**src/rtl/core/sps_pkg.sv**
```systemverilog
// shared constants, register index codes and the case-fold helper for the
// substring position search block; no dependencies
package sps_pkg;

   localparam int          MAX_NEEDLE_DEF = 8;
   localparam longint unsigned MAX_LEN_DEF = 64'd1048576;

   // fixed widths of the register and stream fields
   localparam int POS_W    = 21;
   localparam int NEEDLE_W = 64;
   localparam int NLEN_W   = 4;
   localparam int CSR_IX_W = 3;

   // configuration register indexes
   localparam logic [CSR_IX_W-1:0] CSR_NEEDLE_BYTES = 3'd0;
   localparam logic [CSR_IX_W-1:0] CSR_NEEDLE_LEN   = 3'd1;
   localparam logic [CSR_IX_W-1:0] CSR_SEARCH_LAST  = 3'd2;
   localparam logic [CSR_IX_W-1:0] CSR_START_POS    = 3'd3;
   localparam logic [CSR_IX_W-1:0] CSR_CASELESS     = 3'd4;

   localparam logic [7:0] ASCII_LOWER_A = 8'h61;
   localparam logic [7:0] ASCII_LOWER_Z = 8'h7a;
   localparam logic [7:0] ASCII_CASE_BIT = 8'h20;

   // ascii a-z to upper case when enabled
   function automatic logic [7:0] fold_byte(input logic [7:0] b, input logic en);
      logic [7:0] r;
      r = b;
      if (en && b >= ASCII_LOWER_A && b <= ASCII_LOWER_Z) begin
         r = b - ASCII_CASE_BIT;
      end
      return r;
   endfunction

endpackage

```
**src/rtl/core/substring_position_search.sv**
```systemverilog
// top level of the substring position search block: input word register,
// parallel window compare, match tracking and result register; uses sps_pkg
//
// The haystack enters one byte per req word and one word can be taken in every
// clock cycle; the only thing that holds req_tready low is a finished result
// that the rsp side has not yet taken while the next string end is waiting.
// A word is registered on entry, compared against the needle in the next
// cycle (all needle bytes in parallel against the newest window of bytes), and
// a word with req_tlast set puts its match position into the rsp register.
// match_pos is the 1-based start of the first match at or after start_pos
// (search_last = 0) or of the last match ending within the first start_pos
// bytes (search_last = 1), and 0 when there is none. req_tuser = 0 marks a
// word that carries no byte. Registers are written through the csr channel,
// which is always ready, and should only change between strings.
module substring_position_search #(
   parameter int              MAX_NEEDLE = sps_pkg::MAX_NEEDLE_DEF,
   parameter longint unsigned MAX_LEN    = sps_pkg::MAX_LEN_DEF
) (
   input  logic                          clock,
   input  logic                          reset,
   // configuration write
   input  logic                          csr_valid,
   output logic                          csr_ready,
   input  logic [sps_pkg::CSR_IX_W-1:0]  csr_index,
   input  logic [sps_pkg::NEEDLE_W-1:0]  csr_wdata,
   // haystack words
   input  logic                          req_tvalid,
   output logic                          req_tready,
   input  logic [7:0]                    req_tdata,   // [7:0] data_byte
   input  logic                          req_tuser,   // [0] byte_valid
   input  logic                          req_tlast,   // last_byte
   // match results
   output logic                          rsp_tvalid,
   input  logic                          rsp_tready,
   output logic [23:0]                   rsp_tdata    // [20:0] match_pos, [23:21] zero
);

   localparam int CW = $clog2(MAX_LEN + 1);
   localparam int LW = $clog2(MAX_NEEDLE + 1);
   localparam int IW = (MAX_NEEDLE > 1) ? $clog2(MAX_NEEDLE) : 1;
   localparam int WD = 2 ** IW;
   localparam int EW = (CW > sps_pkg::POS_W) ? CW : sps_pkg::POS_W;
   localparam int PW = sps_pkg::POS_W;

   // configuration registers
   logic [sps_pkg::NEEDLE_W-1:0] needle_ff;
   logic [sps_pkg::NLEN_W-1:0]   nlen_ff;
   logic                         last_mode_ff;
   logic [PW-1:0]                start_ff;
   logic                         caseless_ff;

   // input word register
   logic       s1_valid_ff, s1_valid_in;
   logic [7:0] s1_data_ff;
   logic       s1_bvalid_ff;
   logic       s1_last_ff;

   // string state
   logic [8*MAX_NEEDLE-1:0] window_ff, window_in;
   logic [CW-1:0]           count_ff, count_in;
   logic [PW-1:0]           found_at_ff, found_at_in;
   logic                    found_ff, found_in;

   // result register
   logic          rsp_valid_ff, rsp_valid_in;
   logic [PW-1:0] rsp_pos_ff, rsp_pos_in;

   logic                    s1_adv;
   logic                    s1_fire;
   logic                    take_byte;
   logic [8*MAX_NEEDLE-1:0] win_new;
   logic [CW-1:0]           count_new;
   logic [LW-1:0]           n_eff;
   logic [7:0]              win_b [WD];
   logic [LW-1:0]           idx_a [MAX_NEEDLE];
   logic [MAX_NEEDLE-1:0]   byte_ok;
   logic                    hit;
   logic [EW-1:0]           begin_e;
   logic [EW-1:0]           count_e;
   logic [EW-1:0]           start_e;
   logic                    hit_ok;

   assign csr_ready = 1'b1;

   always_ff @(posedge clock) begin
      if (reset) begin
         needle_ff    <= '0;
         nlen_ff      <= '0;
         last_mode_ff <= 1'b0;
         start_ff     <= PW'(1);
         caseless_ff  <= 1'b0;
      end else if (csr_valid) begin
         unique case (csr_index)
            sps_pkg::CSR_NEEDLE_BYTES: needle_ff    <= csr_wdata;
            sps_pkg::CSR_NEEDLE_LEN:   nlen_ff      <= csr_wdata[sps_pkg::NLEN_W-1:0];
            sps_pkg::CSR_SEARCH_LAST:  last_mode_ff <= csr_wdata[0];
            sps_pkg::CSR_START_POS:    start_ff     <= csr_wdata[PW-1:0];
            sps_pkg::CSR_CASELESS:     caseless_ff  <= csr_wdata[0];
            default: ;
         endcase
      end
   end

   // pipeline handshake
   assign s1_adv     = s1_valid_ff && (!s1_last_ff || !rsp_valid_ff || rsp_tready);
   assign s1_fire    = s1_adv;
   assign req_tready = !s1_valid_ff || s1_adv;

   always_comb begin
      s1_valid_in = s1_valid_ff;
      if (req_tvalid && req_tready) begin
         s1_valid_in = 1'b1;
      end else if (s1_adv) begin
         s1_valid_in = 1'b0;
      end
   end

   always_ff @(posedge clock) begin
      if (req_tvalid && req_tready) begin
         s1_data_ff   <= req_tdata;
         s1_bvalid_ff <= req_tuser;
         s1_last_ff   <= req_tlast;
      end
   end

   // window compare
   assign take_byte = s1_bvalid_ff && (count_ff < CW'(MAX_LEN));
   assign count_new = count_ff + CW'(1);
   assign n_eff     = (nlen_ff > sps_pkg::NLEN_W'(MAX_NEEDLE)) ? LW'(MAX_NEEDLE)
                                                                : LW'(nlen_ff);
   if (MAX_NEEDLE > 1) begin : g_shift
      assign win_new = {window_ff[8*(MAX_NEEDLE-1)-1:0], s1_data_ff};
   end else begin : g_single
      assign win_new = s1_data_ff;
   end

   always_comb begin
      for (int j = 0; j < WD; j++) begin
         win_b[j] = (j < MAX_NEEDLE) ? win_new[8*j +: 8] : 8'h00;
      end
   end

   // needle byte i lines up with window byte n-1-i (byte 0 is the newest)
   always_comb begin
      for (int i = 0; i < MAX_NEEDLE; i++) begin
         idx_a[i]   = n_eff - LW'(i) - LW'(1);
         byte_ok[i] = (LW'(i) >= n_eff) ||
                      (sps_pkg::fold_byte(needle_ff[8*i +: 8], caseless_ff) ==
                       sps_pkg::fold_byte(win_b[idx_a[i][IW-1:0]], caseless_ff));
      end
   end

   assign hit     = (n_eff != '0) && (count_new >= CW'(n_eff)) && (&byte_ok);
   assign count_e = EW'(count_new);
   assign begin_e = count_e - EW'(n_eff) + EW'(1);
   assign start_e = EW'(start_ff);
   assign hit_ok  = last_mode_ff ? (count_e <= start_e)
                                 : (!found_ff && begin_e >= start_e);

   always_comb begin
      window_in    = window_ff;
      count_in     = count_ff;
      found_at_in  = found_at_ff;
      found_in     = found_ff;
      rsp_valid_in = rsp_valid_ff && !rsp_tready;
      rsp_pos_in   = rsp_pos_ff;
      if (s1_fire) begin
         if (take_byte) begin
            window_in = win_new;
            count_in  = count_new;
            if (hit && hit_ok) begin
               found_at_in = begin_e[PW-1:0];
               found_in    = 1'b1;
            end
         end
         if (s1_last_ff) begin
            rsp_valid_in = 1'b1;
            rsp_pos_in   = found_in ? found_at_in : '0;
            window_in    = '0;
            count_in     = '0;
            found_at_in  = '0;
            found_in     = 1'b0;
         end
      end
   end

   always_ff @(posedge clock) begin
      if (reset) begin
         s1_valid_ff  <= 1'b0;
         rsp_valid_ff <= 1'b0;
         window_ff    <= '0;
         count_ff     <= '0;
         found_at_ff  <= '0;
         found_ff     <= 1'b0;
      end else begin
         s1_valid_ff  <= s1_valid_in;
         rsp_valid_ff <= rsp_valid_in;
         window_ff    <= window_in;
         count_ff     <= count_in;
         found_at_ff  <= found_at_in;
         found_ff     <= found_in;
      end
   end

   always_ff @(posedge clock) begin
      rsp_pos_ff <= rsp_pos_in;
   end

   assign rsp_tvalid = rsp_valid_ff;
   assign rsp_tdata  = {3'b000, rsp_pos_ff};

   a_count_bound: assert property (@(posedge clock) disable iff (reset)
      count_ff <= CW'(MAX_LEN))
      else $error("byte count past maximum string length");

   a_clear_after_end: assert property (@(posedge clock) disable iff (reset)
      s1_fire && s1_last_ff |=> count_ff == '0 && !found_ff)
      else $error("string state not cleared after end word");

   a_result_source: assert property (@(posedge clock) disable iff (reset)
      $rose(rsp_tvalid) |-> $past(s1_fire && s1_last_ff))
      else $error("result raised without an end word");

   a_stall_cause: assert property (@(posedge clock) disable iff (reset)
      !req_tready |-> s1_valid_ff && s1_last_ff && rsp_valid_ff && !rsp_tready)
      else $error("input stalled without a blocked result");

endmodule
```
**config.mk**
```make
export PLATFORM = sky130hd
export DESIGN_NAME = substring_position_search
export DESIGN_NICKNAME = d
export VERILOG_FILES = /design/src/rtl/core/sps_pkg.sv /design/src/rtl/core/substring_position_search.sv
export SDC_FILE = /design/constraint.sdc
export NUM_CORES = 1
export LEC_CHECK = 0
export BUFFER_PORTS_ARGS = -buffer_cell sky130_fd_sc_hd__buf_4
export CORE_MARGIN = 2
export CORE_UTILIZATION = 65
export DETAILED_ROUTE_END_ITERATION = 8
export PLACE_DENSITY_LB_ADDON = 0.3
export SLEW_MARGIN = 0
export SYNTH_ARGS = -nofsm -noshare
export SYNTH_HDL_FRONTEND = slang
export SYNTH_SLANG_ARGS = --single-unit
```
**constraint.sdc**
```tcl
create_clock -name clock -period 18.1 [get_ports clock]
set_input_delay 0.905 -clock clock [delete_from_list [all_inputs] [get_ports clock]]
set_output_delay 0.905 -clock clock [all_outputs]
set_load 0.01 [all_outputs]
```
==> results of run 1 <==
[cells in the mapped netlist (17+ instances only)]
| cell type | count | area share |
|---|---|---|
| nand3_1 | 34 | 0.011 |
| a22o_1 | 21 | 0.012 |
| nand2_1 | 236 | 0.056 |
| a22oi_1 | 71 | 0.034 |
| and2_1 | 21 | 0.0084 |
| dfxtp_1 | 192 | 0.24 |
| nand4_1 | 24 | 0.0096 |
| xor2_1 | 43 | 0.024 |
| edfxtp_1 | 31 | 0.059 |
| nor3_1 | 29 | 0.0092 |
| ha_1 | 106 | 0.084 |
| and3_1 | 17 | 0.0068 |
| xnor2_1 | 65 | 0.036 |
| o21ai_0 | 40 | 0.013 |
| a21oi_1 | 135 | 0.043 |
| clkbuf_1 | 63 | 0.015 |
| inv_1 | 85 | 0.020 |
| nor2_1 | 149 | 0.036 |
| mux4_2 | 49 | 0.070 |
| mux2i_1 | 117 | 0.075 |
[logic make-up (layout without fill, tap and decap cells)]
kind of cell / after synthesis / in the layout / synth area share
adder cells (fa/ha/maj): 107 / 107 / 0.0857
flip-flops: 223 / 223 / 0.304
buffers and inverters: 186 / 245 / 0.0517
AND/OR/NAND/NOR: 586 / 586 / 0.172
XOR/XNOR: 109 / 109 / 0.0612
AO/OA/AOI/OAI: 384 / 384 / 0.165
multiplexers: 188 / 188 / 0.160
other: 2 / 4 / 0.000478
[report_power, final]
group | switching (mW) | leakage (nW) | internal [mW]
registers | 0.00921 | 1.85 | 0.509
logic | 0.0791 | 4.39 | 0.0549
clock network | 0.207 | 0.391 | 0.300
total | 0.295 | 6.63 | 0.863
[worst register-to-register path: cells and delay by family (launching register included)]
kind,cells,cell delay (ps)
mux,1,110
fa+ha+maj,3,950
flops,1,990
simple gates,11,3010
compound gates,12,3080
buf+inv,3,680
[final timing paths]
check,startpoint,endpoint,slack (ps),cells after the start
min reg2reg,start_e[12]$_SDFFE_PP0P_,start_e[12]$_SDFFE_PP0P_,450,2
max,nlen_ff[3]$_SDFFE_PP0P_,found_at_ff[20]$_SDFFE_PP0P_,9230,30
max reg2reg,nlen_ff[3]$_SDFFE_PP0P_,found_at_ff[20]$_SDFFE_PP0P_,9230,30
min,start_e[12]$_SDFFE_PP0P_,start_e[12]$_SDFFE_PP0P_,450,2
[through the flow]
step           utilization  instance area (um2)  hold WS (ps)  worst slack, ps  std cells
2_1_floorplan            -                15700           436            10920       1787
3_3_place_gp         0.701                16500           441             9720       2122
3_5_place_dp         0.701                16500           448             9580       2122
4_1_cts              0.735                17400           456             9480       2165
5_1_grt              0.735                17400           484             8730       2165
6_report             0.735                17400           454             9230       2165
[registers in the layout (all words and copies together) (netlist names)]
signal	count
s1_data_ff	8
s1_valid_ff	1
rsp_pos_ff	21
caseless_ff	1
window_ff	56
s1_bvalid_ff	1
nlen_ff	4
s1_last_ff	1
found_at_ff	21
start_e	21
rsp_tvalid	1
found_ff	1
last_mode_ff	1
needle_ff	64
count_ff	21
[routing by layer]
layer	up-vias	track usage
li1	6534	-
met1	6682	0.498
met2	718	0.509
met3	93	0.0675
met4	0	0.105
met5	-	0
[final cells by class]
class                           instances  area [um2]  share of cell area
Multi-Input combinational cell       1378       10200               0.587
Sequential cell                       223        4770               0.275
Timing Repair Buffer                  114         856              0.0493
Clock buffer                           31         657              0.0379
Tap cell                              319         399              0.0230
Inverter                               88         333              0.0192
Clock inverter                         12         154             0.00887
==> metrics.txt, run 1 <==
outcome=complete, no violations; layout cells sized above 1=0.133; gr ovfl total=0; Sum Neg Setup Slack=0 ps; largest net degree at the start of global routing=98; CTS Buf Count=24; Yosys warning count=0; Avg Synthesized Cell Area=8.81 um2; CTS tree=yes; most common cell after layout, fill and taps aside=nand2_1; RSZ-0062 raised after global routing=no; Tot GR Track Use=0.341; Root Driver=clkbuf_16; worst-margin pin slew=1400 ps; Clock Sinks=223; Mapped Cells=1785; Highest Signal Layer=met4; Yosys reg bits=about 220; peak supply drop=0.0710 mV; DR WL met2=18.9 mm; Hold Path Class=reg2reg; Tmin final=8870 ps; full die area=25400 um2; layout net count=between 2000 and 2500; fin. max-slew vios=0; M1 wire length=between 15 and 20 mm; core area=23600 um2; Synth async-reset ratio=0; initial antenna violation count=0; Die Width=160 um; H-tree levels=1; Fin. Hold Viols=0; CP max stage delay=1150 ps; Resized cells post-CTS=0; Fill cells=1793; row count=56; most frequent cells in the layout=234 x nand2_1, 192 x dfxtp_1, 148 x nor2_1, 135 x a21oi_1, 116 x mux2i_1; Crit. End Element=flop; Req. time, crit path=18580 ps; EDFF count, synth=31; WP buf/inv=3; Clock Pin Slew Worst Setup and Hold Paths=60 ps; Routed wire per std cell=20.5 um; Skew-Pair Late Insertion Delay=540 ps; Port Buffers=104; drt pass-1 iters=6; met3 WL=4.67 mm; RD Place Congestion=1.04; DP HPWL=33.2 mm; clock buffer depth=3; die height=160 um; Worst slew margin=0.0604; Setup crit start kind=flop; number of nets still failing antenna checks after routing=0; setup violators final=0; I/O pins=109; hold buffers post-CTS=0; Max Freq=113 MHz; Starting Density=0.666; DRC=0; total power=approximately 1.2 mW; Max-Cap Viols=0; vias in the first global route=13200; Top Family by Delay on Critical Path=compound AO/OA/AOI/OAI gates; Crit Path Category=reg2reg; Initial DRC Count=1822; Top FF cell, synth=dfxtp_1; Pleak=between 6 and 7 nW; CP most frequent cell=ha_1; period utilization=0.490; slowest CP cell=nor3b_2; worst-path fanout max=26; postcts setup bufs=0; crit path DAT=9340 ps; Avg Vias per Cell=6.48; number of library cell types mapped by synthesis=85; Power Density=about 67 nW/um2; routed vias=14000; aggregate routed wire length=44.4 mm; Synth Cell Area=15700 um2; sequential area share after synthesis=0.304; antenna diode count=0; first-pass GRT wire length=70.4 mm; Clock Skew=18.4 ps; Area Growth Syn to Fin=10.4%
Note: power is estimated with default switching activity, not from simulation.
==> run 2: changes to the inputs <==
CORE_UTILIZATION = 62   (was 65)
clock period = 9.1 ns   (was 18.1 ns; I/O delays follow)
==> run 2 against run 1 <==
Compared with the run above:
- power rose by 110%
- core utilization shrank 3.3 points
- highest routed layer is now met5
- fmax is 8.5% higher
- flip-flop and latch count unchanged
- largest power group is now clock
- critical path type unchanged
- setup slack got worse by 8300 ps
- global-route usage decreased by 0.63 points
==> metrics.txt, run 2 (synthesis results as in run 1) <==
hold buffers post-CTS=0; Hold Path Class=in2reg; Worst slew margin=0.129; final instance area=17600 um2; worst-path fanout max=16; DRC=0; met1 Track Usage GR=0.469; Fin. Hold Viols=0; reg2reg end=rsp_pos_ff[6]$_SDFFCE_PN0P_; Starting Density=0.628; Reg with most FFs=needle_ff; logic gate share of total power=0.109; setup violators final=0; core area=25000 um2; first-pass GRT wire length=70.5 mm; Clock Pin Slew Worst Setup and Hold Paths=60 ps; DP HPWL=approximately 34 mm; met2 usage in global routing=0.513; crit path DAT=8460 ps; Crit Path Category=reg2reg; antenna diode count=0; Internal=approximately 1.9 mW; RSZ-0062 raised after global routing=no; Hold Path End=s1_data_ff[4]$_DFFE_PP_; clock buffer depth=3; sw frac=0.246; CTS Buf Count=26; CP max stage delay=670 ps; RD Place Congestion=1.01; initial antenna violation count=1; Resized cells post-CTS=0; Skew-Pair Late Insertion Delay=540 ps; Die Width=163 um; Top Family by Delay on Critical Path=compound AO/OA/AOI/OAI gates; fin. max-slew vios=0; row count=58; sequential share of power=0.415; Root Driver=clkbuf_16; WP buf/inv=4; most frequent cells in the layout=234 x nand2_1, 192 x dfxtp_1, 148 x nor2_1, 135 x a21oi_1, 120 x buf_4; gr busiest metal=met2; Hold Crit Start=req_tdata[4]; cell depth of the worst flop-to-flop path=30; Clock Sinks=223; Req. time, crit path=about 9400 ps; Max-Cap Viols=0; most common cell after layout, fill and taps aside=nand2_1; Avg Vias per Cell=6.44; Largest regs=needle_ff x64, window_ff x56; hold depth=1; DP Area=16600 um2; Sum Neg Setup Slack=0 ps; Pleak=approximately 6.7 nW; Max Freq=122 MHz; vias in the first global route=13100; Area Growth Syn to Fin=11.8%; H-tree levels=1; full die area=26600 um2; CTS tree=yes; peak supply drop=0.177 mV; Port Buffers=between 100 and 150; period utilization=0.898; routed vias=14100; Power Density=141 nW/um2; Setup crit start kind=flop; Initial DRC Count=1678; die height=163 um; largest net degree at the start of global routing=~100; layout cells sized above 1=0.137; layout net count=a little over 2000; Tot GR Track Use=0.335; Final Core Density=0.702; met3 GRT Util=0.0871; slowest CP cell=a2111oi_0; outcome=complete, no violations; drt pass-1 iters=7; R2R Setup Slk=930 ps; Clock Skew=around 17 ps; number of nets still failing antenna checks after routing=0; Tmin final=8170 ps; max reg flops=64; Clock power frac=0.476; Crit. End Element=flop; Worst R2R Start=nlen_ff[2]$_SDFFE_PP0P_; aggregate routed wire length=around 45 mm; I/O pins=109; gr ovfl total=0; CP most frequent cell=ha_1; CP startpoint=nlen_ff[2]$_SDFFE_PP0P_; NetSw=0.609 mW; worst-margin pin slew=1300 ps; Routed wire per std cell=around 21 um; postcts setup bufs=0
-- run 2: cell types whose count changed in the layout (fill, tap and decap cells not counted) --
cell        change
buf_4           +6
bufinv_16       +4
clkbuf_1        +1
clkbuf_16       +3
clkbuf_8        -2
clkinv_1        +1
clkinv_2        -3
clkinv_8        -1
clkinvlp_4      -1
inv_6           +2
-- run 2: per-layer routing --
| layer | share of wire | routed length [um] |
|---|---|---|
| met5 | 0.00029 | 13 |
| met3 | 0.11 | 4940 |
| met1 | 0.43 | 19300 |
| met4 | 0.028 | 1260 |
| met2 | 0.44 | 19900 |
-- run 2: per-stage QoR --
stage / power [mW] / std cells / hold slack, ps / setup WS, ps
after floorplan: 1.22 / 1787 / 436 / 1920
after global placement: 1.31 / 2139 / 444 / 1260
after detailed placement: 1.31 / 2139 / 453 / 1110
after CTS: 2.48 / 2186 / 84.2 / 1060
after global routing: 2.55 / 2186 / 86.0 / 441
final: 2.48 / 2186 / 95.5 / 930
-- run 2: layout make-up --
| class | instances | area [um2] |
|---|---|---|
| clock buffers | 33 | 708 |
| clock inverters | 14 | 256 |
| fillers | 1948 | 7470 |
| inverters | 88 | 333 |
| multi-input cells | 1378 | 10200 |
| flip-flops and latches | 223 | 4770 |
| well taps | 330 | 413 |
| repair buffers | 120 | 901 |
-- run 2: worst max path at each step --
stage | to | slack (ps) | cells after the start
2_1_floorplan | rsp_pos_ff[13]$_SDFFCE_PN0P_ | 1920 | 31
3_3_place_gp | rsp_pos_ff[12]$_SDFFCE_PN0P_ | 1260 | 30
3_5_place_dp | rsp_pos_ff[12]$_SDFFCE_PN0P_ | 1110 | 30
4_1_cts | rsp_pos_ff[6]$_SDFFCE_PN0P_ | 1060 | 30
5_1_grt | rsp_pos_ff[6]$_SDFFCE_PN0P_ | 440 | 30
6_report | rsp_pos_ff[6]$_SDFFCE_PN0P_ | 930 | 30
-- run 2: worst register-to-register path: cells and delay by family, from the launching register on --
| kind | cells | cell delay, ps |
|---|---|---|
| flip-flops | 1 | 600 |
| AO/OA/AOI/OAI | 11 | 2710 |
| buffers and inverters | 4 | 1040 |
| adder cells (fa/ha/maj) | 3 | 910 |
| multiplexers | 2 | 500 |
| AND/OR/NAND/NOR | 10 | 2150 |
-- run 2: power by group through the flow --
stage | logic (mW) | registers (mW) | clock network [mW]
after global placement | 0.258 | 1.05 | 0
final | 0.271 | 1.03 | 1.18
after global routing | 0.293 | 1.03 | 1.23
after detailed placement | 0.264 | 1.05 | 0
after floorplan | 0.176 | 1.04 | 0
after CTS | 0.266 | 1.03 | 1.19
